$ cat src/sv/rrc_pkg.sv
`default_nettype none

package rrc_pkg;

    // fixed field widths of the stream words
    localparam int KEY_W       = 64;
    localparam int SLOT_W      = 6;
    localparam int CAP_W       = 7;
    localparam int LFSR_W      = 32;
    localparam int IN_TDATA_W  = 64;
    localparam int OUT_TDATA_W = 72;

    // configuration port
    localparam int CFG_ADDR_W = 1;
    localparam int CFG_DATA_W = 32;

    // defaults for the top-level parameters
    localparam int DEF_DEPTH    = 64;
    localparam int DEF_KEY_BITS = 64;

    // register reset values and lfsr feedback
    localparam logic [CAP_W-1:0]  CAP_RESET  = 7'd64;
    localparam logic [LFSR_W-1:0] LFSR_RESET = 32'h0000_0001;
    localparam logic [LFSR_W-1:0] LFSR_TAPS  = 32'h8020_0003;

    // register indexes
    typedef enum logic [CFG_ADDR_W-1:0] {
        REG_CAPACITY = 1'b0,
        REG_SEED     = 1'b1
    } rrc_reg_t;

    // controller states
    typedef enum logic [1:0] {
        ST_IDLE,
        ST_SEARCH,
        ST_MODULO,
        ST_RESULT
    } rrc_state_t;

    // controller to datapath
    typedef struct packed {
        logic accept;
        logic scan;
        logic take_hit;
        logic take_append;
        logic take_replace;
        logic vic_read;
        logic commit;
    } rrc_cmd_t;

    // datapath to controller
    typedef struct packed {
        logic match;
        logic scan_end;
        logic full;
        logic mod_done;
        logic out_free;
    } rrc_stat_t;

    // one shift of the galois lfsr
    function automatic logic [LFSR_W-1:0] lfsr_step(input logic [LFSR_W-1:0] v);
        logic [LFSR_W-1:0] s;
        s = v >> 1;
        if (v[0])
        begin
            s = s ^ LFSR_TAPS;
        end
        return s;
    endfunction

endpackage

`default_nettype wire

$ cat src/sv/rrc_ctrl.sv
`default_nettype none

module rrc_ctrl (
    input  wire logic               clk,
    input  wire logic               rst_n,
    input  wire logic               s_tvalid,
    output logic                    s_tready,
    input  wire rrc_pkg::rrc_stat_t stat,
    output rrc_pkg::rrc_cmd_t       cmd
);

    import rrc_pkg::*;

    rrc_state_t state_reg;
    rrc_state_t state_next;

    // state register
    always_ff @(posedge clk or negedge rst_n)
    begin
        if (!rst_n)
        begin
            state_reg <= ST_IDLE;
        end
        else
        begin
            state_reg <= state_next;
        end
    end

    // next state
    always_comb
    begin
        state_next = state_reg;
        case (state_reg)
            ST_IDLE:
            begin
                if (s_tvalid)
                begin
                    state_next = ST_SEARCH;
                end
            end
            ST_SEARCH:
            begin
                if (stat.match)
                begin
                    state_next = ST_RESULT;
                end
                else if (stat.scan_end)
                begin
                    state_next = stat.full ? ST_MODULO : ST_RESULT;
                end
            end
            ST_MODULO:
            begin
                if (stat.mod_done)
                begin
                    state_next = ST_RESULT;
                end
            end
            ST_RESULT:
            begin
                if (stat.out_free)
                begin
                    state_next = ST_IDLE;
                end
            end
            default: state_next = ST_IDLE;
        endcase
    end

    // commands
    always_comb
    begin
        cmd      = '0;
        s_tready = 1'b0;
        case (state_reg)
            ST_IDLE:
            begin
                s_tready   = 1'b1;
                cmd.accept = s_tvalid;
            end
            ST_SEARCH:
            begin
                cmd.scan = 1'b1;
                if (stat.match)
                begin
                    cmd.take_hit = 1'b1;
                end
                else if (stat.scan_end)
                begin
                    cmd.take_append  = !stat.full;
                    cmd.take_replace = stat.full;
                end
            end
            ST_MODULO:
            begin
                cmd.vic_read = stat.mod_done;
            end
            ST_RESULT:
            begin
                cmd.commit = stat.out_free;
            end
            default: ;
        endcase
    end

endmodule

`default_nettype wire

$ cat config.mk
export PLATFORM = sky130hd
export DESIGN_NAME = rrc_ctrl
export DESIGN_NICKNAME = d
export VERILOG_FILES = /design/src/sv/rrc_pkg.sv /design/src/sv/rrc_ctrl.sv
export SDC_FILE = /design/constraint.sdc
export NUM_CORES = 1
export LEC_CHECK = 0
export ABC_AREA = 1
export BUFFER_PORTS_ARGS = -buffer_cell sky130_fd_sc_hd__buf_2
export CELL_PAD_IN_SITES_DETAIL_PLACEMENT = 0
export CELL_PAD_IN_SITES_GLOBAL_PLACEMENT = 1
export CORE_AREA = 2 2 39 41
export DETAILED_ROUTE_END_ITERATION = 8
export DIE_AREA = 0 0 41 43
export GPL_TIMING_DRIVEN = 0
export PLACE_DENSITY = 0.62
export SYNTH_ARGS = -nofsm -noshare
export SYNTH_HDL_FRONTEND = slang
export SYNTH_SLANG_ARGS = --single-unit
$ cat constraint.sdc
create_clock -name clk -period 1.3 [get_ports clk]
set_clock_uncertainty 0.15 [all_clocks]
set_input_delay 0.26 -clock clk [delete_from_list [all_inputs] [get_ports clk]]
set_output_delay 0.26 -clock clk [all_outputs]
set_load 0.02 [all_outputs]
Word-level counts from Yosys, hierarchy flattened

Cells that the tools add are included.

Input port bits: 8
Logic and storage cells: 26
Output and inout bits: 8
Flip-flop bits (word level): 2

Eq/ne operators: 7
Reductions and logical operators: 3
Multiplexer cells: 15

Operators by type and width:

| kind               | count |
|---|---|
| $mux 2             | 7 |
| $pmux 2 s4         | 1 |
| $mux 1             | 6 |
| $ne 2x2->1 const B | 3 |
| $eq 2x2->1 const B | 2 |
| $mux 4             | 1 |
| $reduce_and 4->1   | 1 |
| $ne 3x3->1 const B | 1 |
| $eq 2x1->1 const B | 1 |
| $logic_not 2->1    | 1 |
| $logic_not 1->1    | 1 |

Logic depth before layout (Yosys ltp)

Depth in word-level cells: 4
Gate-level depth with buffers: 7
Gate-level depth less buffers: 7

Worst setup path after synthesis

Ideal clock, no wire load.

Path type: register to output
From: register state_reg[1]
To: output port cmd[3] (netlist bit)
Data arrival time: 1.560 ns
Path buffers: 0
Required time: 0.890 ns
Setup slack: -0.670 ns
Stages on the path, launching flop included: 5
Cell sequence: dfrtp_1 inv_1 ha_1 inv_1 nor4_1

RTL lines:

| item                     | RTL line       | RTL |
|---|---|---|
| start: declaration       | rrc_ctrl.sv:14 | `rrc_state_t state_reg;` |
| start signal: assignment | rrc_ctrl.sv:26 | `state_reg <= state_next;` |
| end: declaration         | rrc_ctrl.sv:9  | `output rrc_pkg::rrc_cmd_t cmd` |

==> results_dict.tcl <==
set metrics [dict create \
    die_w_um 41 \
    die-area_mm2 0.00176 \
    antenna_cells 0 \
    largest_register_ffs 2 \
    synth_xor_area_frac 0 \
    utilization 0.413 \
    power_mw 1.25 \
    drtIter0Drc 3 \
    fmax_mhz 606 \
    grt_start_max_net_pins 6 \
    synth_fa_ha_area_frac 0.223 \
    clock_latency_ns 0.22 \
    cts_num_sinks 2 \
    crit_fanout 5 \
    synth-simple-area-share 0.379 \
    synthFlopType "dfrtp_1" \
    vias_per_cell 4.08 \
    drv_slew 0 \
    grt_pass1_vias 270 \
    path_clk_slew_ns 0.03 \
    synth-compound-area-share 0.0446 \
    hold_violations 0 \
    cts_tree "built" \
    finalSetupViolations 10 \
    layout-drive-gt1-share 0.597 \
    synth_top_family_by_area "simple AND/OR/NAND/NOR gates" \
    cp-end-kind "output port" \
    worst_slew_pin_slew_ns 0.182 \
    area_delta_synth_final_pct 104 \
    synth_nets 57 \
    seq_area_frac_synth 0.179 \
    hp-class "input pin to asynchronous set/reset pin" \
    synth_top_cell_by_area "ha_1" \
    avgRoutedWirePerCell_um 8.14 \
    cts-htree-levels 1 \
    muxShareOfSynthArea 0 \
    status "finished, violations left" \
    relSlewSlack 0.878 \
    synth_most_common_cell "nand2_1" \
    ctsLongestPathBuffers 2 \
    antenna_found_initial 0 \
    grt_overflow 0 \
    rsz0062_at_grt "true" \
    core-area_mm2 0.00138 \
    ys_ff_latch 2 \
    yosysTopAreaCellShare 0.223 \
    synth_area_leaders "ha_1 22%, nand2_1 19%, dfrtp_1 18%, inv_1 17%, nand2_4 4.0%" \
    gp_congestion 0.654 \
    netlist_instances 44 \
    port_buffers 15 \
    power_density_mw_per_mm2 2190 \
    yosysWarnings 0 \
    drc 0 \
    dp_hpwl_um 500 \
    min_period_ns 1.65 \
    cp_data_arrival_time_ns 1.24 \
    ios 16 \
    syn-cell-area_um2 280 \
    num_rows 14 \
    routed_wl_um 676 \
    die_y_um 43 \
    ir_drop_v 0.000746 \
    dp_worst_setup_slack_ns -0.275 \
    synth_edf_count 0 \
    synthDistinctLibCells 13 \
    initial_utilization 0.203 \
    cts_buffers 3 \
    async_flop_share 1.00 \
    grt_pass1_wl_um 1030 \
    cp-start-kind "register" \
    ys_top_cells_by_count "14 x nand2_1, 13 x inv_1, 5 x ha_1, 2 x dfrtp_1, 2 x nand3_1" \
    drtAntennaViolNets 0 \
    p_leak_nw 0.319 \
    num_vias 339 \
    cp.required_ns 0.89 \
    setup_tns_ns -2.31 \
    cap_viol_max_count 0 \
    fin_nets 82 \
    critical_path_class "register to output port" \
    fin_crit_sh 1.27 \
    fill_cells 139 \
    syn_avg_cell_area_um2 6.37 \
    violations "negative setup slack" \
    cts_root_buffer "clkbuf_4" \
    dr.pass1.iters 3 \
    postLayoutSetupSlackWorst_ns -0.351 \
    grt.total_usage 0.0863 \
]
==> where the power goes <==
| group | switching, mW | leakage, nW | internal (mW) |
|---|---|---|---|
| logic | 0.508 | 0.282 | 0.458 |
| clock network | 0.0340 | 0.0138 | 0.102 |
| registers | 0.0505 | 0.0230 | 0.102 |
| total | 0.593 | 0.319 | 0.662 |
==> layout by cell type (no fill, tap or decap), drive strengths merged <==
master       Yosys  final
nand2           16     16
o21ai            1      1
inv             13     13
o21bai           1      1
buf              0     19
ha               5      5
nand3            2      2
dfrtp            2      2
dlygate4sd3      0      1
nor4             1      1
nor2             2      2
nor3             1      1
clkbuf           0      3
==> metal layers <==
layer | wire, um | up-vias | global-route usage | share of wire
met3 | 31 | 0 | 0.0471 | 0.046
met4 | 0 | 0 | 0.0400 | 0
met2 | 371 | 7 | 0.122 | 0.55
li1 | - | 176 | - | -
met1 | 273 | 156 | 0.103 | 0.40
met5 | 0 | - | 0 | 0
==> logic make-up after synthesis <==
logic type | Yosys count
AO/OA/AOI/OAI | 2
adder cells (fa/ha/maj) | 5
buffers and inverters | 13
flip-flops | 2
AND/OR/NAND/NOR | 22
==> final timing paths <==
kind                                          start                        to  slack, ns  cells after the start
max                        state_reg[0]$_DFFE_PN0P_                    cmd[3]      -0.35                      4
min                                           rst_n  state_reg[0]$_DFFE_PN0P_       0.20                      2
max reg2reg                state_reg[0]$_DFFE_PN0P_  state_reg[0]$_DFFE_PN0P_      -0.08                      6
min reg2reg                state_reg[1]$_DFFE_PN0P_  state_reg[1]$_DFFE_PN0P_       0.49                      3
max in group asynchronous                     rst_n  state_reg[0]$_DFFE_PN0P_       0.69                      2
min in group clk                            stat[0]  state_reg[1]$_DFFE_PN0P_       0.33                      6
==> per-stage QoR <==
step,std cells,hold slack [ns],cell area [um2]
after floorplan,44,-0.186,322
after global placement,75,-0.104,417
after detailed placement,75,-0.102,417
after CTS,82,0.195,512
after global routing,83,0.200,572
final,83,0.200,572
==> area by class of cell <==
class / count / area [um2] / area share
Multi-Input combinational cell: 29 / 277 / 0.484
Timing Repair Buffer: 20 / 148 / 0.258
Inverter: 13 / 53.8 / 0.0941
Sequential cell: 2 / 51.3 / 0.0897
Clock buffer: 3 / 22.5 / 0.0394
Tap cell: 16 / 20.0 / 0.0350
==> worst max-delay path, cell delays in order, from the launching register on <==
cell,delay (ns)
dfrtp_2,0.44
ha_4,0.17
inv_4,0.04
nor4_4,0.19
buf_4,0.17
==> what timing repair did <==
item / 4_1_cts / 5_1_grt
setup endpoints to repair: 10 / 10
setup buffers: 3 / 1
pin swaps: 1 / 6
endpoints found under the hold margin: 2 / 0
cloned: 0 / 0
hold buffers: 1 / 0
resized for setup: 13 / 13
(Power assumes the default switching activity.)
